===== config.mk =====
export PLATFORM = sky130hd
export DESIGN_NAME = wcpp_queue
export DESIGN_NICKNAME = d
export VERILOG_FILES = /design/src/rtl/wcpp_pkg.sv /design/src/rtl/wcpp_queue.sv
export SDC_FILE = /design/constraint.sdc
export NUM_CORES = 1
export LEC_CHECK = 0
export BUFFER_PORTS_ARGS = -buffer_cell sky130_fd_sc_hd__clkbuf_2
export CAP_MARGIN = 40
export CORE_MARGIN = 2
export CORE_UTILIZATION = 40
export CTS_CLUSTER_SIZE = 30
export DETAILED_ROUTE_END_ITERATION = 8
export GPL_TIMING_DRIVEN = 0
export MAX_ROUTING_LAYER = met4
export SLEW_MARGIN = 30
export SYNTH_ARGS = -nofsm -noshare
export SYNTH_HDL_FRONTEND = slang
export SYNTH_SLANG_ARGS = --single-unit
export TNS_END_PERCENT = 1

===== constraint.sdc =====
create_clock -name clk_i -period 10.4 [get_ports clk_i]
set_clock_uncertainty 0.1 [all_clocks]
set_input_delay 2.08 -clock clk_i [delete_from_list [all_inputs] [get_ports clk_i]]
set_output_delay 2.08 -clock clk_i [all_outputs]
set_load 0.05 [all_outputs]

===== src/rtl/wcpp_pkg.sv =====
package wcpp_pkg;

  // field widths
  localparam int unsigned PosW  = 32;
  localparam int unsigned HdgW  = 16;
  localparam int unsigned IdxW  = 12;
  localparam int unsigned CostW = 40;
  localparam int unsigned WgtW  = 32;

  // distance datapath
  localparam int unsigned AbsW  = 32;   // |p - ego| per axis
  localparam int unsigned SqW   = 64;   // one square
  localparam int unsigned SumW  = 66;   // sum of three squares
  localparam int unsigned RootW = 33;   // root bits, one per step
  localparam int unsigned RemW  = 36;   // partial remainder
  localparam int unsigned AngW  = 17;   // |yaw error|, up to half a turn

  // queue between front and back
  localparam int unsigned QDepth = 4;

  localparam logic [CostW-1:0] CostMax = '1;

  typedef enum logic [1:0] {
    KIND_EGO  = 2'd0,
    KIND_EVAL = 2'd1,
    KIND_SKIP = 2'd2
  } item_kind_e;

  typedef struct packed {
    item_kind_e             kind;
    logic                   last;
    logic [IdxW-1:0]        idx;
    logic signed [PosW-1:0] x;
    logic signed [PosW-1:0] y;
    logic signed [PosW-1:0] z;
    logic signed [HdgW-1:0] hdg;
  } fb_item_t;

endpackage


===== src/rtl/wcpp_queue.sv =====
module wcpp_queue import wcpp_pkg::*; (
  input  logic     clk_i,
  input  logic     rst_ni,
  input  logic     push_i,
  input  fb_item_t item_i,
  output logic     full_o,
  input  logic     pop_i,
  output fb_item_t item_o,
  output logic     valid_o
);

  localparam int unsigned PtrW = $clog2(QDepth);
  localparam int unsigned CntW = $clog2(QDepth + 1);

  fb_item_t        mem_q [QDepth];
  logic [PtrW-1:0] wr_q, rd_q;
  logic [CntW-1:0] cnt_q;
  logic            do_push, do_pop;

  assign full_o  = (cnt_q == CntW'(QDepth));
  assign valid_o = (cnt_q != '0);
  assign item_o  = mem_q[rd_q];
  assign do_push = push_i && !full_o;
  assign do_pop  = pop_i && valid_o;

  // storage
  always_ff @(posedge clk_i) begin
    if (do_push) mem_q[wr_q] <= item_i;
  end

  // pointers and fill level
  always_ff @(posedge clk_i or negedge rst_ni) begin
    if (!rst_ni) begin
      wr_q  <= '0;
      rd_q  <= '0;
      cnt_q <= '0;
    end else begin
      if (do_push) wr_q <= (wr_q == PtrW'(QDepth - 1)) ? '0 : wr_q + 1'b1;
      if (do_pop)  rd_q <= (rd_q == PtrW'(QDepth - 1)) ? '0 : rd_q + 1'b1;
      if (do_push && !do_pop)      cnt_q <= cnt_q + 1'b1;
      else if (do_pop && !do_push) cnt_q <= cnt_q - 1'b1;
    end
  end

endmodule


== Word level (Yosys, flattened, before mapping) ==
Memories as Yosys holds them, arrays and structs flattened.
Index checks and enable logic that the tools add are counted.
Word-level totals
  bits in writable memories: 508
  register bits after elaboration: 7
  memories: 1
  input bits: 131
Memory list
  mem_q: words 4, bits a word 127, rd ports 1, clocked after Yosys merged registers in 0, wr ports 1, line wcpp_queue.sv:15  | fb_item_t mem_q [QDepth];
Operators by class
  reductions and logical operators: 9
  eq/ne operators: 3
  multiplexer cells: 6
  add/sub/neg operators: 4
Operator list (count)
  2-to-1 mux 3 bit: 2
  adder 2 x 1 -> 2 bit (second input constant): 2
  equality test 2 bit (second input constant): 2
  logical AND 1 bit: 4
  2-to-1 mux 2 bit: 2
  adder 3 x 1 -> 3 bit (second input constant): 1
  equality test 3 bit (second input constant): 1
  logical NOT 1 bit: 3
  nonzero test 3 bit: 1
  subtractor 3 x 1 -> 3 bit (second input constant): 1
  2-to-1 mux 1 bit: 2
  nonzero test 2 bit: 1

== Logic depth before layout (Yosys ltp) ==
  depth in word-level cells: 7
  mapped depth: 8
  gate-level depth less buffers: 8

== Worst setup path before layout ==
OpenSTA, ideal clock, no wires.
  path kind: input to register
  start point: input push_i
  end point: memory mem_q[3][0] in the netlist's numbering, enable pin
  arrival time: 7454 ps
  path buffers: 0
  required time: 9682 ps
  setup slack: 2229 ps
  cell stages on the path: 2
  setup time: 618 ps
  path through: nand2_1 > nor2_1
On the way
  word-level cells in the longest chain between the ends: 3
RTL lines
  from (decl): line wcpp_queue.sv:4  | input logic push_i,
  logical AND 1 bit: line wcpp_queue.sv:23  | assign do_push = push_i && !full_o;
  2-to-1 mux 1 bit: line wcpp_queue.sv:28  | if (do_push) mem_q[wr_q] <= item_i;
  2-to-1 mux 1 bit (not written as such): line wcpp_queue.sv:28
  to (decl): line wcpp_queue.sv:15
Every way passes these cells.

==> flow_metrics.tcl <==
set metrics [dict create \
    numPlacedInstances 1586 \
    p_total_uw 7656 \
    cp.arrival_ns 2.49 \
    crit_path_start_kind "flop" \
    rsz0062_at_grt "no" \
    firstDrtPassIters 4 \
    leakage_uw 0.007874 \
    avgViaCountPerCell 4.993 \
    synthesis.area_um2 18770 \
    yosys_warnings 0 \
    core_area_um2 46460 \
    drcViolationCount 0 \
    cts_setup_buffers 0 \
    root_buffer "clkbuf_16" \
    antenna_left 0 \
    wl_per_cell_um 21.87 \
    fmax_ghz 0.2143 \
    num_rows 79 \
    grt_pass1_wl_mm 54.19 \
    peakVddDrop_v 0.0002250 \
    final_hold_viol_count 0 \
    syn_avg_cell_area_um2 26.81 \
    drive_gt1_share_pct 47.71 \
    setup_violations 0 \
    cts_resized 0 \
    min_period_ns 4.666 \
    path_cells "clkbuf_1 -> buf_6 -> buf_2 -> mux4_2 -> clkbuf_2" \
    cp_slowest_stage_delay_ns 0.39 \
    io_pins 260 \
    slew_violations 0 \
    vias 8383 \
    h-tree-depth 2 \
    slew_headroom_pct 62.60 \
    io_buffers 259 \
    clk_latency_ns 0.57 \
    synth-seq-area-share_pct 82.21 \
    fill_cells 3790 \
    first_global_vias 8875 \
    grtUsageTotal_pct 15.64 \
    clock_sinks 515 \
    routed_wl_mm 36.72 \
    synth_cell_types 19 \
    syn_nets 838 \
    hold_buffers 0 \
    gp_congestion 0.7131 \
    drv_cap 0 \
    pwr-share-comb_pct 40.1 \
    cts_tree "done" \
    switchingPower_uw 2939 \
    cts.clk_slew.worst_paths_ns 0.06 \
    drt_iter0_markers 468 \
    endpoint_kind "primary output" \
    die_area_um2 48670 \
    critPathRequiredTime_ns 8.22 \
    stdcell_count 1679 \
    start_util_pct 40.40 \
    clockBufferDepth 3 \
    clkPwrFrac_pct 23.2 \
    grt_start_max_net_pins 39 \
    numCtsBuffers 52 \
    cpMaxStageDelayCell "clkbuf_1" \
    p_sw_share_pct 38.39 \
    intPower_uw 4717 \
    syn2layout_area_growth_pct 22.29 \
    layout.nets 1171 \
    tightestPinTransition_ns 0.5610 \
    fp.dieW_um 220.6 \
    syn_inst 700 \
    rrSetupSlack_ns 7.82 \
    grt_antenna_before_repair 3 \
    hold_class "reg -> reg" \
    criticalPathCategory "reg -> out" \
    hpwlAfterDp_mm 24.19 \
    power_density_nw_per_um2 333.6 \
    worstPathMaxFanout 10 \
    fp.dieH_um 220.6 \
    ys_ff_latch 515 \
    gr-total-overflow 0 \
    pwr-share-seq_pct 36.7 \
    status "completed" \
    fin_crit_sh_pct 44.87 \
]
==> power by group through the flow <==
stage,registers (uW),logic [uW],clock network (uW)
3_3_place_gp,2970,3000,0
5_1_grt,2850,3240,1910
6_report,2810,3070,1780
2_1_floorplan,2900,2280,0
4_1_cts,2820,3140,1830
3_5_place_dp,2860,3130,0
==> cell type report <==
cell class / count / area [um^2] / share of cell area (%)
diodes: 3 / 7.507 / 0.03271
plain buffers: 28 / 222.7 / 0.9703
clock buffers: 58 / 1345 / 5.860
clock inverters: 32 / 276.5 / 1.205
inverters: 3 / 11.26 / 0.04906
multi-input cells: 154 / 3119 / 13.59
flip-flops and latches: 515 / 15430 / 67.23
well taps: 607 / 759.5 / 3.309
repair buffers: 279 / 1780 / 7.757
==> worst max-delay path: cells and delay by family, from the launching register on <==
family | cells | cell delay (ns)
buffers and inverters | 4 | 1.18
DFF | 1 | 0.35
muxes | 1 | 0.36
==> per-stage QoR <==
step                      hold WS (ns)  TNS [ns]  worst slack [ns]  util, %  cell area (um^2)
after floorplan                 0.3453         0             2.229        -             18770
after global placement          0.3639   -328.30            -2.601    44.82             20820
after detailed placement        0.3932         0             6.184    45.90             21320
after CTS                       0.4074         0             5.635    49.39             22940
after global routing            0.4305         0             5.580    49.40             22950
final                           0.4076         0             5.734    49.40             22950
==> per-layer routing <==
| metal | part of all wire, % | up-vias | GRT usage, % |
|---|---|---|---|
| li1 | - | 3724 | - |
| met2 | 49 | 259 | 24.52 |
| met3 | 8.2 | 52 | 4.948 |
| met5 | 0 | - | - |
| met4 | 2.0 | 0 | 4.733 |
| met1 | 41 | 4348 | 19.62 |
==> Yosys cell counts <==
master	instances	area (um^2)
ha_1	6	75.07
and2_1	3	18.77
buf_6	13	146.4
dfrtp_1	7	175.2
inv_1	3	11.26
buf_2	13	65.06
mux4_2	127	2860
mux2_2	5	56.30
nor3b_2	1	12.51
nor2_1	4	15.01
buf_4	1	7.510
edfxtp_1	508	15250
xor2_1	2	17.52
nand2_1	2	7.510
xnor2_1	1	8.760
or3_1	1	6.260
clkbuf_1	1	3.750
fa_1	1	20.02
nor2b_1	1	6.260
==> kinds of logic after synthesis <==
group / after synthesis / share of synthesized area, %
DFF: 515 / 82.21
muxes: 132 / 15.54
buffers and inverters: 31 / 1.247
and+or+nand+nor: 12 / 0.3534
adders and majority gates: 7 / 0.5067
xor gates and xnor gates: 3 / 0.1400
==> cell usage in the layout (no fill, tap or decap), types with 5 or more instances in the layout <==
master	instances
clkinv_2	5
dfrtp_1	7
clkinv_1	18
buf_6	14
clkbuf_16	53
buf_12	5
ha_1	6
buf_16	13
clkbuf_1	6
clkbuf_2	259
mux2_2	5
edfxtp_1	508
buf_2	13
mux4_2	127
bufinv_16	5
==> sequential cells by signal, summed over array words and instances, names as in the netlist <==
register / flops
cnt_q: 3
rd_q: 2
mem_q: 508
wr_q: 2
==> final timing paths <==
check,start,endpoint,cells after the start
max in group asynchronous,rst_ni,cnt_q[0],1
worst max register to register,cnt_q[2],mem_q[0][62],5
min in group asynchronous,rst_ni,cnt_q[2],1
worst min-delay path,cnt_q[2],cnt_q[2],1
worst max-delay path,rd_q[1],item_o[29],5
worst min register to register,cnt_q[2],cnt_q[2],1
Note: power is estimated with default switching activity, not from simulation.
