==> src/rtl/wcpp_pkg.sv <==
package wcpp_pkg;

  // field widths
  localparam int unsigned PosW  = 32;
  localparam int unsigned HdgW  = 16;
  localparam int unsigned IdxW  = 12;
  localparam int unsigned CostW = 40;
  localparam int unsigned WgtW  = 32;

  // distance datapath
  localparam int unsigned AbsW  = 32;   // |p - ego| per axis
  localparam int unsigned SqW   = 64;   // one square
  localparam int unsigned SumW  = 66;   // sum of three squares
  localparam int unsigned RootW = 33;   // root bits, one per step
  localparam int unsigned RemW  = 36;   // partial remainder
  localparam int unsigned AngW  = 17;   // |yaw error|, up to half a turn

  // queue between front and back
  localparam int unsigned QDepth = 4;

  localparam logic [CostW-1:0] CostMax = '1;

  typedef enum logic [1:0] {
    KIND_EGO  = 2'd0,
    KIND_EVAL = 2'd1,
    KIND_SKIP = 2'd2
  } item_kind_e;

  typedef struct packed {
    item_kind_e             kind;
    logic                   last;
    logic [IdxW-1:0]        idx;
    logic signed [PosW-1:0] x;
    logic signed [PosW-1:0] y;
    logic signed [PosW-1:0] z;
    logic signed [HdgW-1:0] hdg;
  } fb_item_t;

endpackage

==> src/rtl/wcpp_front.sv <==
module wcpp_front import wcpp_pkg::*; #(
  parameter int unsigned MAX_POINTS = 4096
) (
  input  logic                   clk_i,
  input  logic                   rst_ni,
  input  logic                   push,
  output logic                   full,
  input  logic                   req_type_i,
  input  logic signed [PosW-1:0] pos_x_i,
  input  logic signed [PosW-1:0] pos_y_i,
  input  logic signed [PosW-1:0] pos_z_i,
  input  logic signed [HdgW-1:0] heading_i,
  input  logic                   last_i,
  output logic                   q_push_o,
  output fb_item_t               q_item_o,
  input  logic                   q_full_i
);

  localparam int unsigned CntW = $clog2(MAX_POINTS + 1);

  logic [CntW-1:0] cnt_q, cnt_d;
  logic            accept;
  logic            at_cap;

  assign full     = q_full_i;
  assign accept   = push && !q_full_i;
  assign q_push_o = accept;
  assign at_cap   = (cnt_q == CntW'(MAX_POINTS));

  // classify the beat and track the point index
  always_comb begin
    q_item_o.last = last_i;
    q_item_o.x    = pos_x_i;
    q_item_o.y    = pos_y_i;
    q_item_o.z    = pos_z_i;
    q_item_o.hdg  = heading_i;
    q_item_o.idx  = IdxW'(cnt_q);
    cnt_d         = cnt_q;
    if (!req_type_i) begin
      q_item_o.kind = KIND_EGO;
      cnt_d         = '0;
    end else if (at_cap) begin
      q_item_o.kind = KIND_SKIP;
      if (last_i) cnt_d = '0;
    end else begin
      q_item_o.kind = KIND_EVAL;
      cnt_d         = last_i ? '0 : cnt_q + 1'b1;
    end
  end

  always_ff @(posedge clk_i or negedge rst_ni) begin
    if (!rst_ni) begin
      cnt_q <= '0;
    end else if (accept) begin
      cnt_q <= cnt_d;
    end
  end

endmodule

==> config.mk <==
export PLATFORM = sky130hd
export DESIGN_NAME = wcpp_front
export DESIGN_NICKNAME = d
export VERILOG_FILES = /design/src/rtl/wcpp_pkg.sv /design/src/rtl/wcpp_front.sv
export SDC_FILE = /design/constraint.sdc
export NUM_CORES = 1
export LEC_CHECK = 0
export BUFFER_PORTS_ARGS = -buffer_cell sky130_fd_sc_hd__buf_4
export CAP_MARGIN = 20
export CORE_AREA = 2 2 97 99
export CTS_CLUSTER_DIAMETER = 150
export DETAILED_ROUTE_END_ITERATION = 6
export DIE_AREA = 0 0 99 101
export PLACE_DENSITY = 0.56
export SLEW_MARGIN = 40
export SYNTH_ARGS = -nofsm -noshare
export SYNTH_HDL_FRONTEND = slang
export SYNTH_SLANG_ARGS = --single-unit
==> constraint.sdc <==
create_clock -name clk_i -period 1.58 [get_ports clk_i]
set_input_delay 0.237 -clock clk_i [delete_from_list [all_inputs] [get_ports clk_i]]
set_output_delay 0.237 -clock clk_i [all_outputs]
set_load 0.05 [all_outputs]
# --- Word level (Yosys, flattened, before mapping) ---
# Cells that the tools add are included.
word_totals:
  out_inout_bits: 129
  register_bits: 13
  elab_cells: 13
op_classes:
  eq_ne: 2
  add_sub_neg: 1
  n_reduce_logical: 3
  mux: 6
op_table:
  columns: ["operator", "count"]
  rows:
  - ["13-bit 2-to-1 mux", 4]
  - ["13-bit by 1-bit adder with 13-bit output (second input constant)", 1]
  - ["13-bit == test (second input constant)", 1]
  - ["2-bit 2-to-1 mux", 2]
  - ["3-bit inequality test (second input constant)", 1]
  - ["2-bit AND reduction", 1]
  - ["1-bit logical AND", 1]
  - ["1-bit logical NOT", 1]

# --- Longest topological paths before layout ---
# Gate-level depths: netlist of the first run.
depth:
  ltp_word: 4
  ltp_mapped: 6
  ltp_nobuf: 6

# --- Least setup slack after synthesis of the first run ---
# OpenSTA, ideal clock, no wires.
synth_timing:
  path_type: "register to output"
  start: "reg cnt_q[0]"
  end: "out q_item_o[126] in the netlist's numbering"
  n_path_buf: 0
  setup_slack_ns: -0.377
  t_arrival_ns: 1.720
  stages_incl_launch_ff: 6
  t_required_ns: 1.343
  cell_sequence: "dfrtp_1 > inv_1 > ha_1 > nor4bb_1 > nand3_1 > nor2_1"
synth_lines:
  columns: ["element", "line", "rtl"]
  rows:
  - ["from (decl)", "wcpp_front.sv:21", "logic [CntW-1:0] cnt_q, cnt_d;"]
  - ["from (signal assigned)", "wcpp_front.sv:55", "cnt_q <= cnt_d;"]
  - ["to (decl)", "wcpp_front.sv:15", "output fb_item_t q_item_o,"]

==> results of run 1 <==
-- stage by stage --
step                      hold WS (ps)  TNS [ps]
after floorplan                  -58.6      -368
after global placement            94.8         0
after detailed placement          97.4     -88.0
after CTS                          384      -293
after global routing               387      -961
final                              378      -295
-- power by group --
group / switching [mW] / internal, mW / total [mW]
logic: 0.157 / 0.103 / 0.260
registers: 0.0116 / 0.346 / 0.358
clock network: 0.123 / 0.178 / 0.301
total: 0.292 / 0.627 / 0.919
-- how the worst min path moves through the flow --
stage / endpoint / depth (start not counted) / startpoint / slack [ps]
6_report: cnt_q[1]$_DFFE_PN0P_ / 2 / rst_ni / 380
5_1_grt: cnt_q[4]$_DFFE_PN0P_ / 2 / rst_ni / 390
4_1_cts: cnt_q[1]$_DFFE_PN0P_ / 2 / rst_ni / 380
3_5_place_dp: cnt_q[1]$_DFFE_PN0P_ / 1 / rst_ni / 100
3_3_place_gp: cnt_q[0]$_DFFE_PN0P_ / 1 / rst_ni / 90
2_1_floorplan: cnt_q[0]$_DFFE_PN0P_ / 0 / rst_ni / -60
-- metal layers --
layer,up-vias,GRT usage
met3,29,0.0804
met4,0,0.0632
met1,466,0.0759
met5,-,0
met2,95,0.137
li1,428,-
-- cells by family after synthesis --
kind of cell	Yosys count	synth area share
buf+inv	132	0.571
simple gates	36	0.122
compound gates	25	0.102
fa+ha+maj	2	0.0146
flops	13	0.190
-- layout by cell type (no fill, tap or decap), types with 2 or more instances in the layout --
cell type                  instances
sky130_fd_sc_hd__and3_4            2
sky130_fd_sc_hd__buf_4            44
sky130_fd_sc_hd__buf_6             5
sky130_fd_sc_hd__clkbuf_8          3
sky130_fd_sc_hd__dfrtp_1          13
sky130_fd_sc_hd__inv_1             4
sky130_fd_sc_hd__nand2_1          10
sky130_fd_sc_hd__nand2b_1          2
sky130_fd_sc_hd__nand3_1           3
sky130_fd_sc_hd__nand4_1           4
sky130_fd_sc_hd__nor2_1            2
sky130_fd_sc_hd__o211ai_1          3
sky130_fd_sc_hd__o21ai_0           7
sky130_fd_sc_hd__o41ai_1           3
-- repair_timing --
item	in CTS	in global routing
setup endpoints to repair	6	11
resized for setup	10	13
pin swaps	6	5
hold buffers	1	0
setup buffers	4	4
hold endpoints to repair	13	0
-- worst register-to-register path: stages, from the launching register on --
cell,delay (ps)
sky130_fd_sc_hd__dfrtp_1,360
sky130_fd_sc_hd__buf_4,110
sky130_fd_sc_hd__buf_4,110
sky130_fd_sc_hd__and3_4,200
sky130_fd_sc_hd__nand4_1,180
sky130_fd_sc_hd__or4_1,450
sky130_fd_sc_hd__nand3_1,100
-- layout make-up --
type | instances | share of cell area
Clock buffer | 4 | 0.0313
Inverter | 5 | 0.0130
Multi-Input combinational cell | 63 | 0.359
Sequential cell | 13 | 0.226
Tap cell | 111 | 0.0964
Timing Repair Buffer | 50 | 0.275
==> PnR_summary.wiki, run 1 <==
{| class="wikitable"
! Metric !! Value
|-
| Result of the run || complete, but fails checks
|-
| Violated checks || setup timing
|-
| Depth of the most critical reg-to-reg path || 6
|-
| RSZ-0062 raised after global routing || true
|-
| DRT antenna net count || 0
|-
| Final setup skew || 1.37 ps
|-
| Power density relative to cell area || 637 nW/um2
|-
| Register area || between 300 and 400 um2
|-
| Final standard cell area without fillers || 1440 um2
|-
| Core outline area || 8980 um2
|-
| Top cells by area, synth || sky130_fd_sc_hd__buf_4, sky130_fd_sc_hd__dfrtp_1, sky130_fd_sc_hd__o21ai_0, sky130_fd_sc_hd__nand2_1, sky130_fd_sc_hd__o41ai_1
|-
| Critical-path maximum fanout || 3
|-
| Critical Setup Path Class || reg2out
|-
| Max Clock Freq || roughly 580 MHz
|-
| Post-synthesis async set-or-reset flop share || 1.00
|-
| Worst max-slew margin expressed relative to the limit || 0.775
|-
| Clock latency on the worst-skew pair || 240 ps
|-
| Via count of the first global-routing pass || 996
|-
| Number of warnings printed during yosys synthesis || 0
|-
| Largest stage delay, worst path || 390 ps
|-
| Largest area contributor in the synthesized netlist || sky130_fd_sc_hd__buf_4
|-
| Detail-routed via count per cell || 4.14
|-
| Biggest registers after layout || cnt_q (13)
|-
| Number of hold violations in the final report || 0
|-
| DP Cell Count || 234
|-
| Worst-margin pin slew || approximately 340 ps
|-
| Placer's final routability congestion estimate || 0.743
|-
| Post-Place Worst Slack || -45.0 ps
|-
| Clk sink count || 13
|-
| Fill cells || 988
|-
| Die footprint || 10000 um2
|-
| Area growth from synthesis to layout || -15.7%
|-
| Highest routed metal layer || met4
|-
| Y dimension of the die || around 100 um
|-
| Number of diodes added for antenna fixing || 0
|-
| Detailed route wirelength on metal2 || 2290 um
|-
| Global router's overall resource usage || 0.0899
|-
| Placed inst area || 1210 um2
|-
| Number of synthesized flops with an enable pin || 0
|-
| Post-CTS clock slew at the launch and capture registers of the worst setup and hold paths || 60 ps
|-
| Port-buffer cells || 22
|-
| End point of the critical path || q_item_o[125]
|-
| CTS Root Cell || sky130_fd_sc_hd__clkbuf_8
|-
| Reg2reg setup slack || 10 ps
|-
| DP HPWL || 3890 um
|-
| I/O pin count || 247
|-
| Prevailing post-synth register cell || sky130_fd_sc_hd__dfrtp_1
|-
| Cell count along the critical path || 6
|-
| Final design utilization || 0.161
|-
| Longest Clk Path Bufs || 2
|-
| Overflow after GRT || 0
|-
| Share of cells above drive strength 1 || 0.504
|-
| Largest register FFs || 13
|-
| Initial Util || 0.190
|-
| Final critical path time including I/O delays and setup || 1730 ps
|-
| Total setup violations reported at the end of the flow || 2
|-
| Footprint of the multi-input gates || 517 um2
|-
| Number of slew-limit violations in the final report || 0
|-
| Capture instance of the worst register-to-register path || cnt_q[7]$_DFFE_PN0P_
|-
| Clock tree from TritonCTS || yes
|-
| Commonest cells in the synthesized netlist || sky130_fd_sc_hd__buf_4, sky130_fd_sc_hd__dfrtp_1, sky130_fd_sc_hd__nand2_1, sky130_fd_sc_hd__o21ai_0, sky130_fd_sc_hd__nand3_1
|-
| Cell with the most instances after synthesis || sky130_fd_sc_hd__buf_4
|-
| Detailed-route via count || 1018
|-
| DRC violation count after routing || 0
|-
| Final non-filler cell total || 246
|-
| Met3 WL post-DR || 910 um
|-
| Average size of a mapped cell || 8.22 um2
|-
| First-pass GRT wire length || 6600 um
|-
| Crit start category || register
|-
| Source of the critical timing path || cnt_q[1]$_DFFE_PN0P_
|-
| Chain of cells forming the critical path || inv_1, ha_2, nor4bb_4, buf_4, a31oi_4, buf_6
|-
| Hold Crit Class || in2async
|-
| Level count of the clock H-tree || 1
|-
| Violation count after the first detailed-route iteration || 14
|-
| Total Wirelength || 4790 um
|-
| Met1 wire length || roughly 1400 um
|-
| Post-synth net total || 328
|-
| Syn Std Cell Area || 1710 um2
|-
| Post-layout worst setup margin || -150 ps
|-
| Initial DRT Pass Iterations || 4
|-
| Period utilization || 1.10
|-
| Area share of the leading cell type in the synthesized netlist || 0.553
|-
| Critical Path End Type || primary output
|-
| # nets final || 256
|-
| Count of buffer and inverter cells on the critical path || 3
|-
| Proportion of synthesized chip area in sequential cells || 0.190
|-
| Worst supply voltage drop on vdd || between 0.15 and 0.2 mV
|-
| Die Width || 99 um
|-
| Pin count of the biggest net entering global routing || 14
|-
| Count of different cell masters after synthesis || 32
|-
| Family with the most delay on the worst path || buffers and inverters
|-
| Arrival time at the worst endpoint || 1490 ps
|-
| Req. time, crit path || 1340 ps
|-
| Startpoint of the lowest-slack register-to-register path || cnt_q[1]$_DFFE_PN0P_
|-
| Post-layout power || 919 uW
|-
| Post-DR wirelength/cell || 19.5 um
|-
| Top register by number of flip-flops || cnt_q
|-
| Flip-flop and latch count after synthesis || 13
|-
| Number of buffers created by CTS || 3
|-
| Leakage power || 0.638 nW
|-
| Cell with the biggest individual delay on the critical path || sky130_fd_sc_hd__dfrtp_1
|-
| Maxcap violations || 0
|-
| Count of standard-cell rows || 35
|-
| Number of instances in the synthesized netlist || approximately 210
|-
| Antenna violations before repair || 0
|}
(Power assumes the default switching activity.)
==> run 2, diff against run 1 <==
==> constraint.sdc (replaced) <==
create_clock -name clk_i -period 1.58 [get_ports clk_i]
set_input_delay 0.316 -clock clk_i [delete_from_list [all_inputs] [get_ports clk_i]]
set_output_delay 0.316 -clock clk_i [all_outputs]
set_load 0.05 [all_outputs]
==> run 2 against run 1 <==
The run still ends with setup timing left; global-route usage is 0.13 points higher; core utilization is 0.85 points lower; die area is the same; maximum frequency down 3.6%; final area down 5.3%; non-clock buffer count down 5; final cell count shrank 2.0%; via count decreased by 5.1%; count of clock-buffer cells in the layout unchanged; flip-flop and latch count did not move; largest cell class unchanged.
==> PnR_summary.wiki, run 2 (synthesized netlist as in run 1, its figures left out) <==
{| class="wikitable"
! Metric !! Value
|-
| Result of the run || complete, but fails checks
|-
| Violated checks || setup timing
|-
| Clock tree from TritonCTS || yes
|-
| Top register by number of flip-flops || cnt_q
|-
| Post-layout power || 911 uW (-0.86%)
|-
| Total internal power || 618 uW (-1.4%)
|-
| Period utilization || 1.14 (+0.0413)
|-
| Placed inst area || 1220 um2 (+0.62%)
|-
| DRT antenna net count || 0 (unchanged)
|-
| Power density relative to cell area || 667 nW/um2 (+4.7%)
|-
| Clock Power Share || 0.339 (+0.011)
|-
| Detailed-route via count || 966 (-5.1%)
|-
| Post-DR wirelength/cell || 19.7 um (+1.2%)
|-
| Number of diodes added for antenna fixing || 0 (unchanged)
|-
| Number of buffers created by CTS || 3 (unchanged)
|-
| Worst-margin pin slew || 325 ps (-10.4 ps)
|-
| Final critical path time including I/O delays and setup || 1800 ps (+65.2 ps)
|-
| Detail-routed via count per cell || 4.01 (-3.1%)
|-
| Global router's overall resource usage || 0.0912 (+0.00127)
|-
| Via count of the first global-routing pass || 1001 (+0.50%)
|-
| Switching component of the power || 292 uW (+0.31%)
|-
| Clk sink count || 13 (unchanged)
|-
| Antenna violations before repair || 0 (unchanged)
|-
| Critical Setup Path Class || reg2out
|-
| Switching Share || 0.321 (+0.00375)
|-
| Number of hold violations in the final report || 0 (unchanged)
|-
| Y dimension of the die || 101 um (unchanged)
|-
| Arrival time at the worst endpoint || 1480 ps (about the same)
|-
| Post-layout worst setup margin || -216 ps (-65.2 ps)
|-
| Post-Place Worst Slack || -79.8 ps (-34.8 ps)
|-
| Biggest registers after layout || cnt_q (13)
|-
| Initial Util || 0.190 (unchanged)
|-
| Final standard cell area without fillers || 1370 um2 (-5.3%)
|-
| Share of cells above drive strength 1 || 0.462 (-0.0422)
|-
| Port-buffer cells || 22 (unchanged)
|-
| Max Clock Freq || 557 MHz (-3.6%)
|-
| DP HPWL || 3860 um (-0.88%)
|-
| Core outline area || 8980 um2 (unchanged)
|-
| Relative contribution of sequential cells to total power || 0.393 (+0.004)
|-
| Die Width || 99 um (unchanged)
|-
| Hold Crit Class || in2async
|-
| CTS Root Cell || sky130_fd_sc_hd__clkbuf_8
|-
| Final setup skew || 0.744 ps (-0.622 ps)
|-
| # nets final || 251 (-2.0%)
|-
| Combinational group share of total power || 0.268 (-0.015)
|-
| Maxcap violations || 0 (unchanged)
|-
| Overflow after GRT || 0 (unchanged)
|-
| Crit start category || register
|-
| Top library cells by usage in the layout, fill and taps aside || sky130_fd_sc_hd__buf_4, sky130_fd_sc_hd__dfrtp_1, sky130_fd_sc_hd__nand2_1
|-
| Critical Path End Type || primary output
|-
| Post-CTS clock slew at the launch and capture registers of the worst setup and hold paths || 60 ps (about the same)
|-
| Most common cell after layout, fill and taps aside || sky130_fd_sc_hd__buf_4
|-
| Die footprint || 10000 um2 (unchanged)
|-
| Number of slew-limit violations in the final report || 0 (unchanged)
|-
| Level count of the clock H-tree || 1 (unchanged)
|-
| Pin count of the biggest net entering global routing || 14 (unchanged)
|-
| First-pass GRT wire length || 6580 um (-0.21%)
|-
| Worst max-slew margin expressed relative to the limit || 0.783 (+0.00782)
|-
| I/O pin count || 247 (unchanged)
|-
| Placer's final routability congestion estimate || 0.752 (+1.2%)
|-
| Critical-path maximum fanout || 2 (-1)
|-
| Leakage power || 0.601 nW (-5.8%)
|-
| Total setup violations reported at the end of the flow || 2 (unchanged)
|-
| Violation count after the first detailed-route iteration || 28 (+14)
|-
| Total Wirelength || 4750 um (-0.88%)
|-
| Count of standard-cell rows || 35 (unchanged)
|-
| Worst supply voltage drop on vdd || 0.220 mV (+17%)
|-
| Req. time, crit path || 1260 ps (-80 ps)
|-
| Largest register FFs || 13 (unchanged)
|-
| DRC violation count after routing || 0 (unchanged)
|-
| Initial DRT Pass Iterations || 4 (unchanged)
|-
| RSZ-0062 raised after global routing || true
|-
| Clock latency on the worst-skew pair || 250 ps (about the same)
|-
| Longest Clk Path Bufs || 2 (unchanged)
|-
| Area growth from synthesis to layout || -20.1%
|}
## run 2: stage by stage
stage	util	std cells	hold slack, ps	setup TNS [ps]
6_report	0.152	241	449	-415
4_1_cts	0.150	241	457	-417
2_1_floorplan	-	208	20.4	-526
3_5_place_dp	0.135	235	173	-240
5_1_grt	0.152	241	460	-792
3_3_place_gp	0.135	235	172	-41.2
## run 2: layer usage
metal,track usage,up-vias,share of wire,routed length (um)
li1,-,417,-,-
met1,0.0754,435,0.28,1350
met2,0.137,85,0.47,2240
met3,0.0784,29,0.19,894
met4,0.0759,0,0.056,264
met5,0,-,0,0
## run 2: worst max-delay path, cell delays in order, from the launching register on
cell                      delay [ps]
sky130_fd_sc_hd__dfrtp_1         410
sky130_fd_sc_hd__nor4_4          290
sky130_fd_sc_hd__buf_4           160
sky130_fd_sc_hd__nand3_2          70
sky130_fd_sc_hd__nor2_2          130
sky130_fd_sc_hd__buf_6           160
## run 2: timing repair
action                                  4_1_cts  5_1_grt
hold buffers                                  1        0
endpoints found under the hold margin        13        0
resized for setup                            12        3
buffers inserted                              2        2
endpoints found under the setup margin        6       10
pin swaps                                     3        5
## run 2: final timing paths
| path | start | endpoint | slack, ps | cells after the start |
|---|---|---|---|---|
| hold / removal | rst_ni | cnt_q[2]$_DFFE_PN0P_ | 450 | 2 |
| min in group clk_i | cnt_q[12]$_DFFE_PN0P_ | cnt_q[12]$_DFFE_PN0P_ | 530 | 1 |
| hold reg to reg | cnt_q[12]$_DFFE_PN0P_ | cnt_q[12]$_DFFE_PN0P_ | 530 | 1 |
| max in group asynchronous | rst_ni | cnt_q[12]$_DFFE_PN0P_ | 970 | 2 |
| setup / recovery | cnt_q[9]$_DFFE_PN0P_ | q_item_o[126] | -220 | 5 |
| setup reg to reg | cnt_q[9]$_DFFE_PN0P_ | cnt_q[1]$_DFFE_PN0P_ | 10 | 6 |
## run 2: power by group through the flow
stage	sequential [mW]	clock (mW)	combinational, mW
2_1_floorplan	0.370	0	0.902
3_3_place_gp	0.359	0	0.229
3_5_place_dp	0.360	0	0.230
4_1_cts	0.356	0.314	0.244
5_1_grt	0.359	0.339	0.262
6_report	0.358	0.309	0.244
## run 2: cell type report
class,count,area [um2]
tap,111,139
fill,996,7610
sequential,13,325
timing repair buffer,45,344
clock buffer,4,45.0
inverter,5,18.8
multi-input combinational,63,493
